===== config.mk =====
export PLATFORM = sky130hd
export DESIGN_NAME = line_blob_tracker_steering_top
export DESIGN_NICKNAME = d
export VERILOG_FILES = /design/src/rtl/lbts_pkg.sv /design/src/rtl/lbts_isqrt.sv /design/src/rtl/line_blob_tracker_steering_top.sv
export SDC_FILE = /design/constraint.sdc
export NUM_CORES = 1
export LEC_CHECK = 0
export ABC_AREA = 1
export BUFFER_PORTS_ARGS = -buffer_cell sky130_fd_sc_hd__buf_2
export CORE_MARGIN = 2
export CORE_UTILIZATION = 40
export DETAILED_ROUTE_END_ITERATION = 7
export GPL_TIMING_DRIVEN = 0
export PLACE_DENSITY = 0.57
export SYNTH_ARGS = -nofsm -noshare
export SYNTH_HDL_FRONTEND = slang
export SYNTH_SLANG_ARGS = --single-unit

===== constraint.sdc =====
create_clock -name clock -period 11 [get_ports clock]
set_input_delay 0.55 -clock clock [delete_from_list [all_inputs] [get_ports clock]]
set_output_delay 0.55 -clock clock [all_outputs]
set_load 0.05 [all_outputs]

===== src/rtl/lbts_pkg.sv =====
package lbts_pkg;

   localparam int LEFT_W   = 10;
   localparam int TOP_W    = 7;
   localparam int WIDTH_W  = 10;
   localparam int HEIGHT_W = 7;
   localparam int AREA_W   = 16;
   localparam int POS_W    = 10;
   localparam int CX_W     = 11;
   localparam int CY_W     = 8;
   localparam int ERR_W    = 11;
   localparam int SPEED_W  = 10;
   localparam int BASE_W   = 8;
   localparam int CSR_W    = 16;
   localparam int CSR_IDX_W = 3;
   localparam int MUL_W    = 12;
   localparam int PROD_W   = 2 * MUL_W;
   localparam int SQ_W     = 22;
   localparam int ROOT_W   = SQ_W / 2;

   localparam int FRAME_WIDTH_DEF   = 640;
   localparam int REGION_HEIGHT_DEF = 90;

   localparam logic [AREA_W-1:0] AREA_MIN_RST    = 16'd500;
   localparam logic [POS_W-1:0]  NEAR_WINDOW_RST = 10'd75;
   localparam logic [POS_W-1:0]  FAR_WINDOW_RST  = 10'd200;
   localparam logic [POS_W-1:0]  CENTER_X_RST    = 10'd320;
   localparam logic [POS_W-1:0]  ALT_LOW_RST     = 10'd50;
   localparam logic [POS_W-1:0]  ALT_HIGH_RST    = 10'd400;
   localparam logic [BASE_W-1:0] BASE_SPEED_RST  = 8'd50;

   // Reciprocal of three scaled by 2**11; exact for dividends below 2048.
   localparam logic signed [MUL_W-1:0] RECIP3 = 12'sd683;
   localparam int RECIP3_SHIFT = 11;

   typedef enum logic [CSR_IDX_W-1:0] {
      CSR_AREA_MIN    = 3'd0,
      CSR_NEAR_WINDOW = 3'd1,
      CSR_FAR_WINDOW  = 3'd2,
      CSR_CENTER_X    = 3'd3,
      CSR_ALT_LOW     = 3'd4,
      CSR_ALT_HIGH    = 3'd5,
      CSR_BASE_SPEED  = 3'd6
   } csr_index_type;

   typedef struct packed {
      logic start;
      logic [SQ_W-1:0] value;
   } sqrt_req_type;

   typedef struct packed {
      logic done;
      logic [ROOT_W-1:0] root;
   } sqrt_rsp_type;

endpackage


===== src/rtl/lbts_isqrt.sv =====
module lbts_isqrt (
   input  logic                  clock,
   input  logic                  reset,
   input  lbts_pkg::sqrt_req_type sqrt_req,
   output lbts_pkg::sqrt_rsp_type sqrt_rsp
);
   import lbts_pkg::*;

   logic            busy_ff, busy_in;
   logic            done_ff, done_in;
   logic [SQ_W-1:0] rem_ff, rem_in;
   logic [SQ_W-1:0] root_ff, root_in;
   logic [SQ_W-1:0] bit_ff, bit_in;
   logic [SQ_W:0]   trial;

   always_comb begin
      busy_in = busy_ff;
      done_in = 1'b0;
      rem_in  = rem_ff;
      root_in = root_ff;
      bit_in  = bit_ff;
      trial   = {1'b0, root_ff} + {1'b0, bit_ff};
      if (sqrt_req.start) begin
         busy_in = 1'b1;
         rem_in  = sqrt_req.value;
         root_in = '0;
         bit_in  = SQ_W'(1) << (SQ_W - 2);
      end else if (busy_ff) begin
         if ({1'b0, rem_ff} >= trial) begin
            rem_in  = SQ_W'({1'b0, rem_ff} - trial);
            root_in = (root_ff >> 1) + bit_ff;
         end else begin
            root_in = root_ff >> 1;
         end
         bit_in = bit_ff >> 2;
         if (bit_ff[0]) begin
            busy_in = 1'b0;
            done_in = 1'b1;
         end
      end
   end

   always_ff @(posedge clock) begin
      if (reset) begin
         busy_ff <= 1'b0;
         done_ff <= 1'b0;
      end else begin
         busy_ff <= busy_in;
         done_ff <= done_in;
      end
      rem_ff  <= rem_in;
      root_ff <= root_in;
      bit_ff  <= bit_in;
   end

   assign sqrt_rsp.done = done_ff;
   assign sqrt_rsp.root = root_ff[ROOT_W-1:0];

endmodule


===== src/rtl/line_blob_tracker_steering_top.sv =====
// A qualifying blob item passes through CALC, SQX, SQY, ROOT_GO, ROOT and UPDATE, and
// a frame-ending item then passes CLOSE, DIV and EMIT, where its result is loaded into
// the output register once that register is free; other items are done in IDLE.
// One item is taken at a time, and a blob item waits on the 11-step square root unit.
// A pending result is held in the output register while the next item is taken.
// Synchronous active-high reset restores state, settings, tracking and output valid; datapath registers are not reset.
module line_blob_tracker_steering_top #(
   parameter int FRAME_WIDTH   = lbts_pkg::FRAME_WIDTH_DEF,
   parameter int REGION_HEIGHT = lbts_pkg::REGION_HEIGHT_DEF
) (
   input  logic                                clock,
   input  logic                                reset,
   input  logic                                csr_we,
   input  logic [lbts_pkg::CSR_IDX_W-1:0]      csr_index,
   input  logic [lbts_pkg::CSR_W-1:0]          csr_wdata,
   input  logic                                req_valid,
   output logic                                req_stall,
   input  logic                                req_has_blob,
   input  logic [lbts_pkg::LEFT_W-1:0]         req_blob_left,
   input  logic [lbts_pkg::TOP_W-1:0]          req_blob_top,
   input  logic [lbts_pkg::WIDTH_W-1:0]        req_blob_width,
   input  logic [lbts_pkg::HEIGHT_W-1:0]       req_blob_height,
   input  logic [lbts_pkg::AREA_W-1:0]         req_blob_area,
   input  logic                                req_frame_last,
   output logic                                rsp_valid,
   input  logic                                rsp_stall,
   output logic signed [lbts_pkg::ERR_W-1:0]   rsp_steer_error,
   output logic signed [lbts_pkg::SPEED_W-1:0] rsp_left_speed,
   output logic signed [lbts_pkg::SPEED_W-1:0] rsp_right_speed,
   output logic                                rsp_main_flag
);
   import lbts_pkg::*;

   localparam logic [POS_W-1:0] TRACK_RST = POS_W'(FRAME_WIDTH / 2);
   localparam logic [CY_W:0]    HALF_H    = (CY_W + 1)'(REGION_HEIGHT / 2);

   typedef enum logic [9:0] {
      ST_IDLE    = 10'b0000000001,
      ST_CALC    = 10'b0000000010,
      ST_SQX     = 10'b0000000100,
      ST_SQY     = 10'b0000001000,
      ST_ROOT_GO = 10'b0000010000,
      ST_ROOT    = 10'b0000100000,
      ST_UPDATE  = 10'b0001000000,
      ST_CLOSE   = 10'b0010000000,
      ST_DIV     = 10'b0100000000,
      ST_EMIT    = 10'b1000000000
   } state_type;

   state_type state_ff, state_in;

   logic [AREA_W-1:0] area_min_ff;
   logic [POS_W-1:0]  near_window_ff, far_window_ff, center_x_ff, alt_low_ff, alt_high_ff;
   logic [BASE_W-1:0] base_speed_ff;

   logic                frame_last_ff;
   logic [LEFT_W-1:0]   left_ff;
   logic [TOP_W-1:0]    top_ff;
   logic [WIDTH_W-1:0]  width_ff;
   logic [HEIGHT_W-1:0] height_ff;

   logic [CX_W-1:0]          cx_ff, cx_in;
   logic [CY_W-1:0]          cy_in;
   logic signed [MUL_W-1:0]  dx_ff, dx_in, dy_ff, dy_in;
   logic [SQ_W-1:0]          sq_sum_ff, sq_sum_in;
   logic [POS_W-1:0]         dist_ff, dist_in;

   logic [POS_W-1:0] tracked_x_ff, tracked_x_in;
   logic [POS_W-1:0] reference_x_ff, reference_x_in;
   logic [POS_W-1:0] alternate_x_ff, alternate_x_in;
   logic             main_flag_ff, main_flag_in;
   logic             blue_flag_ff, blue_flag_in;
   logic [POS_W-1:0] best_distance_ff, best_distance_in;
   logic [POS_W-1:0] best_center_ff, best_center_in;
   logic             have_best_ff, have_best_in;

   logic signed [ERR_W-1:0] err_ff, err_in;
   logic [POS_W-1:0]        err_abs_ff, err_abs_in;
   logic [POS_W-1:0]        quot_ff, quot_in;

   logic                      rsp_valid_ff, rsp_valid_in;
   logic signed [ERR_W-1:0]   rsp_err_ff, rsp_err_in;
   logic signed [SPEED_W-1:0] rsp_ls_ff, rsp_ls_in, rsp_rs_ff, rsp_rs_in;
   logic                      rsp_main_ff, rsp_main_in;

   logic signed [MUL_W-1:0]  mul_a, mul_b;
   logic signed [PROD_W-1:0] mul_p;

   sqrt_req_type sqrt_req;
   sqrt_rsp_type sqrt_rsp;

   logic                    accept, better, in_near, in_far, alt_near;
   logic [POS_W-1:0]        ref_now, alt_mid, tx_new;
   logic signed [12:0]      cx_s, ref_s, alt_s, nw_s, fw_s;
   logic signed [ERR_W-1:0] err_raw;
   logic signed [ERR_W-1:0] e3;
   logic signed [12:0]      ls_w, rs_w;

   lbts_isqrt u_isqrt (
      .clock    (clock),
      .reset    (reset),
      .sqrt_req (sqrt_req),
      .sqrt_rsp (sqrt_rsp)
   );

   assign accept    = req_valid && (state_ff == ST_IDLE);
   assign req_stall = (state_ff != ST_IDLE);

   assign sqrt_req.start = (state_ff == ST_ROOT_GO);
   assign sqrt_req.value = sq_sum_ff;

   assign mul_p = mul_a * mul_b;

   always_comb begin
      mul_a = dx_ff;
      mul_b = dx_ff;
      case (state_ff)
         ST_SQY: begin
            mul_a = dy_ff;
            mul_b = dy_ff;
         end
         ST_DIV: begin
            mul_a = $signed({2'b00, err_abs_ff});
            mul_b = RECIP3;
         end
         default: begin
            mul_a = dx_ff;
            mul_b = dx_ff;
         end
      endcase
   end

   always_comb begin
      cx_in = CX_W'({1'b0, left_ff} + {2'b00, width_ff[WIDTH_W-1:1]});
      cy_in = CY_W'({1'b0, top_ff} + {2'b00, height_ff[HEIGHT_W-1:1]});
      dx_in = $signed({1'b0, cx_in}) - $signed({2'b00, tracked_x_ff});
      dy_in = MUL_W'($signed({1'b0, cy_in}) - $signed(HALF_H));

      better  = !have_best_ff || (dist_ff < best_distance_ff);
      ref_now = better ? tracked_x_ff : reference_x_ff;
      cx_s    = $signed({2'b00, cx_ff});
      ref_s   = $signed({3'b000, ref_now});
      alt_s   = $signed({3'b000, alternate_x_ff});
      nw_s    = $signed({3'b000, near_window_ff});
      fw_s    = $signed({3'b000, far_window_ff});
      in_near  = main_flag_ff && (cx_s > ref_s - nw_s) && (cx_s < ref_s + nw_s);
      in_far   = main_flag_ff && ((cx_s > ref_s + fw_s) || (cx_s < ref_s - fw_s));
      alt_near = !main_flag_ff && (cx_s > alt_s - nw_s) && (cx_s < alt_s + nw_s);
      alt_mid  = (!in_near && in_far) ? ref_now : alternate_x_ff;

      tx_new  = have_best_ff ? best_center_ff : tracked_x_ff;
      err_raw = $signed({1'b0, center_x_ff}) - $signed({1'b0, tx_new});
      if (!blue_flag_ff) begin
         err_raw = -err_raw;
      end

      e3   = err_ff[ERR_W-1] ? -$signed({1'b0, quot_ff}) : $signed({1'b0, quot_ff});
      ls_w = $signed({5'b00000, base_speed_ff}) - 13'(e3);
      rs_w = -($signed({5'b00000, base_speed_ff}) + 13'(e3));
   end

   always_comb begin
      state_in         = state_ff;
      sq_sum_in        = sq_sum_ff;
      dist_in          = dist_ff;
      tracked_x_in     = tracked_x_ff;
      reference_x_in   = reference_x_ff;
      alternate_x_in   = alternate_x_ff;
      main_flag_in     = main_flag_ff;
      blue_flag_in     = blue_flag_ff;
      best_distance_in = best_distance_ff;
      best_center_in   = best_center_ff;
      have_best_in     = have_best_ff;
      err_in           = err_ff;
      err_abs_in       = err_abs_ff;
      quot_in          = quot_ff;
      rsp_valid_in     = rsp_valid_ff && rsp_stall;
      rsp_err_in       = rsp_err_ff;
      rsp_ls_in        = rsp_ls_ff;
      rsp_rs_in        = rsp_rs_ff;
      rsp_main_in      = rsp_main_ff;
      case (state_ff)
         ST_IDLE: begin
            if (accept) begin
               if (req_has_blob && (req_blob_area > area_min_ff)) begin
                  state_in = ST_CALC;
               end else if (req_frame_last) begin
                  state_in = ST_CLOSE;
               end
            end
         end
         ST_CALC: begin
            state_in = ST_SQX;
         end
         ST_SQX: begin
            sq_sum_in = mul_p[SQ_W-1:0];
            state_in  = ST_SQY;
         end
         ST_SQY: begin
            sq_sum_in = sq_sum_ff + mul_p[SQ_W-1:0];
            state_in  = ST_ROOT_GO;
         end
         ST_ROOT_GO: begin
            state_in = ST_ROOT;
         end
         ST_ROOT: begin
            if (sqrt_rsp.done) begin
               dist_in  = sqrt_rsp.root[ROOT_W-1] ? '1 : sqrt_rsp.root[POS_W-1:0];
               state_in = ST_UPDATE;
            end
         end
         ST_UPDATE: begin
            if (better) begin
               best_distance_in = dist_ff;
               best_center_in   = cx_ff[CX_W-1] ? '1 : cx_ff[POS_W-1:0];
               have_best_in     = 1'b1;
               reference_x_in   = tracked_x_ff;
            end
            if (in_near) begin
               blue_flag_in = 1'b1;
            end else if (in_far) begin
               main_flag_in = 1'b0;
               blue_flag_in = 1'b0;
            end else begin
               blue_flag_in = 1'b0;
               if (alt_near) begin
                  main_flag_in = 1'b1;
               end
            end
            if ((alt_mid > alt_high_ff) || (alt_mid < alt_low_ff)) begin
               alternate_x_in = center_x_ff;
            end else begin
               alternate_x_in = alt_mid;
            end
            state_in = frame_last_ff ? ST_CLOSE : ST_IDLE;
         end
         ST_CLOSE: begin
            tracked_x_in     = tx_new;
            have_best_in     = 1'b0;
            best_distance_in = '1;
            best_center_in   = '0;
            err_in           = err_raw;
            err_abs_in       = err_raw[ERR_W-1] ? POS_W'(-err_raw) : err_raw[POS_W-1:0];
            state_in         = ST_DIV;
         end
         ST_DIV: begin
            quot_in  = POS_W'(mul_p >>> RECIP3_SHIFT);
            state_in = ST_EMIT;
         end
         ST_EMIT: begin
            if (!rsp_valid_ff || !rsp_stall) begin
               rsp_valid_in = 1'b1;
               rsp_err_in   = err_ff;
               rsp_ls_in    = (ls_w > 13'sd511) ? 10'sd511 :
                              (ls_w < -13'sd512) ? -10'sd512 : ls_w[SPEED_W-1:0];
               rsp_rs_in    = (rs_w > 13'sd511) ? 10'sd511 :
                              (rs_w < -13'sd512) ? -10'sd512 : rs_w[SPEED_W-1:0];
               rsp_main_in  = main_flag_ff;
               state_in     = ST_IDLE;
            end
         end
         default: begin
            state_in = ST_IDLE;
         end
      endcase
   end

   always_ff @(posedge clock) begin
      if (reset) begin
         state_ff         <= ST_IDLE;
         area_min_ff      <= AREA_MIN_RST;
         near_window_ff   <= NEAR_WINDOW_RST;
         far_window_ff    <= FAR_WINDOW_RST;
         center_x_ff      <= CENTER_X_RST;
         alt_low_ff       <= ALT_LOW_RST;
         alt_high_ff      <= ALT_HIGH_RST;
         base_speed_ff    <= BASE_SPEED_RST;
         tracked_x_ff     <= TRACK_RST;
         reference_x_ff   <= TRACK_RST;
         alternate_x_ff   <= '0;
         main_flag_ff     <= 1'b1;
         blue_flag_ff     <= 1'b1;
         best_distance_ff <= '1;
         best_center_ff   <= '0;
         have_best_ff     <= 1'b0;
         rsp_valid_ff     <= 1'b0;
      end else begin
         state_ff         <= state_in;
         tracked_x_ff     <= tracked_x_in;
         reference_x_ff   <= reference_x_in;
         alternate_x_ff   <= alternate_x_in;
         main_flag_ff     <= main_flag_in;
         blue_flag_ff     <= blue_flag_in;
         best_distance_ff <= best_distance_in;
         best_center_ff   <= best_center_in;
         have_best_ff     <= have_best_in;
         rsp_valid_ff     <= rsp_valid_in;
         if (csr_we) begin
            case (csr_index)
               CSR_AREA_MIN:    area_min_ff    <= csr_wdata;
               CSR_NEAR_WINDOW: near_window_ff <= csr_wdata[POS_W-1:0];
               CSR_FAR_WINDOW:  far_window_ff  <= csr_wdata[POS_W-1:0];
               CSR_CENTER_X:    center_x_ff    <= csr_wdata[POS_W-1:0];
               CSR_ALT_LOW:     alt_low_ff     <= csr_wdata[POS_W-1:0];
               CSR_ALT_HIGH:    alt_high_ff    <= csr_wdata[POS_W-1:0];
               CSR_BASE_SPEED:  base_speed_ff  <= csr_wdata[BASE_W-1:0];
               default: begin
               end
            endcase
         end
      end
      if (accept) begin
         frame_last_ff <= req_frame_last;
         left_ff       <= req_blob_left;
         top_ff        <= req_blob_top;
         width_ff      <= req_blob_width;
         height_ff     <= req_blob_height;
      end
      if (state_ff == ST_CALC) begin
         cx_ff <= cx_in;
         dx_ff <= dx_in;
         dy_ff <= dy_in;
      end
      sq_sum_ff  <= sq_sum_in;
      dist_ff    <= dist_in;
      err_ff     <= err_in;
      err_abs_ff <= err_abs_in;
      quot_ff    <= quot_in;
      rsp_err_ff <= rsp_err_in;
      rsp_ls_ff  <= rsp_ls_in;
      rsp_rs_ff  <= rsp_rs_in;
      rsp_main_ff <= rsp_main_in;
   end

   assign rsp_valid       = rsp_valid_ff;
   assign rsp_steer_error = rsp_err_ff;
   assign rsp_left_speed  = rsp_ls_ff;
   assign rsp_right_speed = rsp_rs_ff;
   assign rsp_main_flag   = rsp_main_ff;

endmodule


==> results_dict.tcl <==
set metrics [dict create \
    p_seq_share_pct 18.6 \
    switching_share_pct 49.3 \
    overflow 0 \
    grt_max_degree 33 \
    yosys_register_bits 354 \
    synthMostInstantiatedCell "inv_1" \
    path_class "reg -> reg" \
    htreeDepth 2 \
    crit_required_ns 11.34 \
    clock_latency_ns 0.62 \
    slowest_delay_ns 0.55 \
    grt_use_total_pct 21.3 \
    drv_slew 0 \
    yosysTopAreaCellShare_pct 18.5 \
    drt_iter0_drc 1480 \
    yosysSeqAreaShare_pct 30.3 \
    hold_path.class "in -> reg" \
    tns_ns 0 \
    synth_edf_count 181 \
    grt_setup_unrepaired "false" \
    tightest_slew_ns 1.28 \
    ys_warn_count 0 \
    maxCapViolCount 0 \
    wl_met2_um 36500 \
    finalCriticalPeriod_ns 9.79 \
    cp_max_fo 10 \
    die_w_um 275 \
    drive_above_1_share_pct 8.21 \
    startpoint_type "flip-flop" \
    met3_length_um 3320 \
    cts.path.max_buffers 3 \
    pwr-share-clk_pct 15.6 \
    slew_headroom_pct 13.6 \
    power.density_mw_per_mm2 308 \
    via_per_inst 5.02 \
    worstPathArrival_ns 10.13 \
    place_hpwl_um 63900 \
    grt_pass1_wl_um 126000 \
    place_congestion 0.905 \
    dieHeight_um 275 \
    worst_setup_path_end_kind "flip-flop" \
    synth_cell_type_count 68 \
    hold_buffers 0 \
    detail-route-antenna-nets 0 \
    root_buffer "clkbuf_16" \
    dieArea_sq_mm 0.0756 \
    outcome "finished, final reports clean" \
    skew_ns 0.0442 \
    post_cts_buffers 0 \
    core-area_sq_mm 0.0728 \
    synth_top_cell_by_area "edfxtp_1" \
    num_io_pins 110 \
    vias 23600 \
    combinationalPowerShare_pct 65.8 \
    route.detailed.drc 0 \
    clock-sinks 354 \
    ir_worst_vdd_mv 0.442 \
    p_leak_uw 0.0152 \
    synthTopCellsByArea "edfxtp_1 (19%), ha_1 (15%), dfxtp_1 (12%)" \
    drt-total-wl_um 79300 \
    drt_first_pass_iters 6 \
    hold_ws_ns 0.143 \
    clkTransAtPathRegs_ns 0.06 \
    wl_met1_um 37500 \
    switchingPower_uw 4980 \
    dp_cells 4613 \
    fmax_mhz 102 \
    synthTopCellsByCount "inv_1 (606), nand2_1 (594), a21oi_1 (360), ha_1 (353), o21ai_0 (233)" \
    avgSynthCellArea_sq_um 8.28 \
    antennaDiodeCount 0 \
    syn2layout_area_growth_pct 11.5 \
    hold_violations 0 \
    cts_resized 0 \
    antenna_found_initial 2 \
    finalCritPeriodShare_pct 89.0 \
    post_drt_wl_per_cell_um 16.9 \
    cp_slowest_cell "fa_1" \
    synthesis.nets 4116 \
    initial_utilization_pct 40.3 \
    cts_buffers 45 \
    internal-power_uw 5120 \
    syn_inst 3545 \
    port-buffer-count 106 \
    cts_tree "yes" \
    finalSetupViolations 0 \
    final_cells 4698 \
    grt_pass1_vias 23000 \
    synth_ff_type "edfxtp_1" \
    layout.nets 4273 \
    synth_area_sq_mm 0.0293 \
    rows 99 \
    ys_async_sr_fraction_pct 0 \
    cpMostUsedCell "nand2_1" \
    routed.top_layer "met4" \
]
[final timing paths]
check        cells past startpoint                 end             from  slack [ns]
max                             42       sq_sum_ff[21]      state_ff[8]        1.21
min                              1           top_ff[2]  req_blob_top[2]        0.14
max reg2reg                     42       sq_sum_ff[21]      state_ff[8]        1.21
min reg2reg                      0  rsp_steer_error[6]        err_ff[6]        0.41
[power groups by stage]
stage	Combinational, uW	Sequential (uW)	Clock [uW]
finish	6640	1880	1580
global route	7600	1890	1660
CTS	6650	1880	1610
detailed placement	6610	1910	0
global placement	6540	1910	0
floorplan	4920	1920	0
[logic make-up (layout without fill, tap and decap cells)]
logic type / Yosys count / in the layout / share of synthesized area [%]
and+or+nand+nor: 1038 / 1038 / 15.3
AOI/OAI and AO/OA: 761 / 761 / 14.6
buffers and inverters: 701 / 895 / 9.12
adders and majority gates: 495 / 495 / 24.7
DFF: 354 / 354 / 30.3
xor gates and xnor gates: 196 / 196 / 5.95
[layout by cell type, fill, tap and decap left out, types with 28 or more instances in the layout]
master / n
clkbuf_1: 54
edfxtp_1: 181
o211ai_1: 28
nand4_1: 31
clkbuf_16: 45
a21oi_1: 359
ha_1: 353
fa_1: 142
nand3_1: 103
nor2_1: 194
o21ai_0: 232
xnor2_1: 46
o21bai_1: 34
nand2_1: 594
xor2_1: 146
dfxtp_1: 173
inv_1: 606
buf_2: 114
nor3_1: 34
[through the flow]
stage	utilization [%]	worst slack [ns]	instance area [sq um]	power (uW)
global route	44.9	0.436	32700	11100
global placement	42.7	1.27	31100	8460
finish	44.9	1.21	32700	10100
CTS	44.9	1.20	32700	10100
floorplan	-	3.17	29300	6840
detailed placement	42.8	1.25	31200	8520
[layout make-up]
type | instances | area, sq um
well taps | 959 | 1200
flip-flops and latches | 354 | 8900
repair buffers | 110 | 589
plain buffers | 66 | 293
inverters | 635 | 2390
clock buffers | 51 | 1160
fillers | 7259 | 40100
multi-input cells | 2490 | 17800
clock inverters | 33 | 418
[registers in the layout (all words and copies together), names as in the netlist, 11 cells and up]
name             cells
u_isqrt.root_ff     22
dx_ff               12
sq_sum_ff           22
u_isqrt.bit_ff      11
cx_ff               11
area_min_ff         16
rsp_steer_error     11
err_ff              11
u_isqrt.rem_ff      22
[per-layer routing]
layer / track usage [%] / vias up
met5: 0 / -
met4: 6.03 / 0
met3: 2.63 / 101
met2: 35.0 / 461
met1: 29.5 / 11000
li1: - / 12000
[worst max-delay path, delay by kind of cell (launching register included)]
family                   cells  cell delay [ns]
AND/OR/NAND/NOR             11             1.62
adder cells (fa/ha/maj)      7             3.25
buffers and inverters       10             1.19
AO/OA/AOI/OAI               11             2.29
flip-flops                   1             0.35
XOR/XNOR                     3             0.76
(Power assumes the default switching activity.)
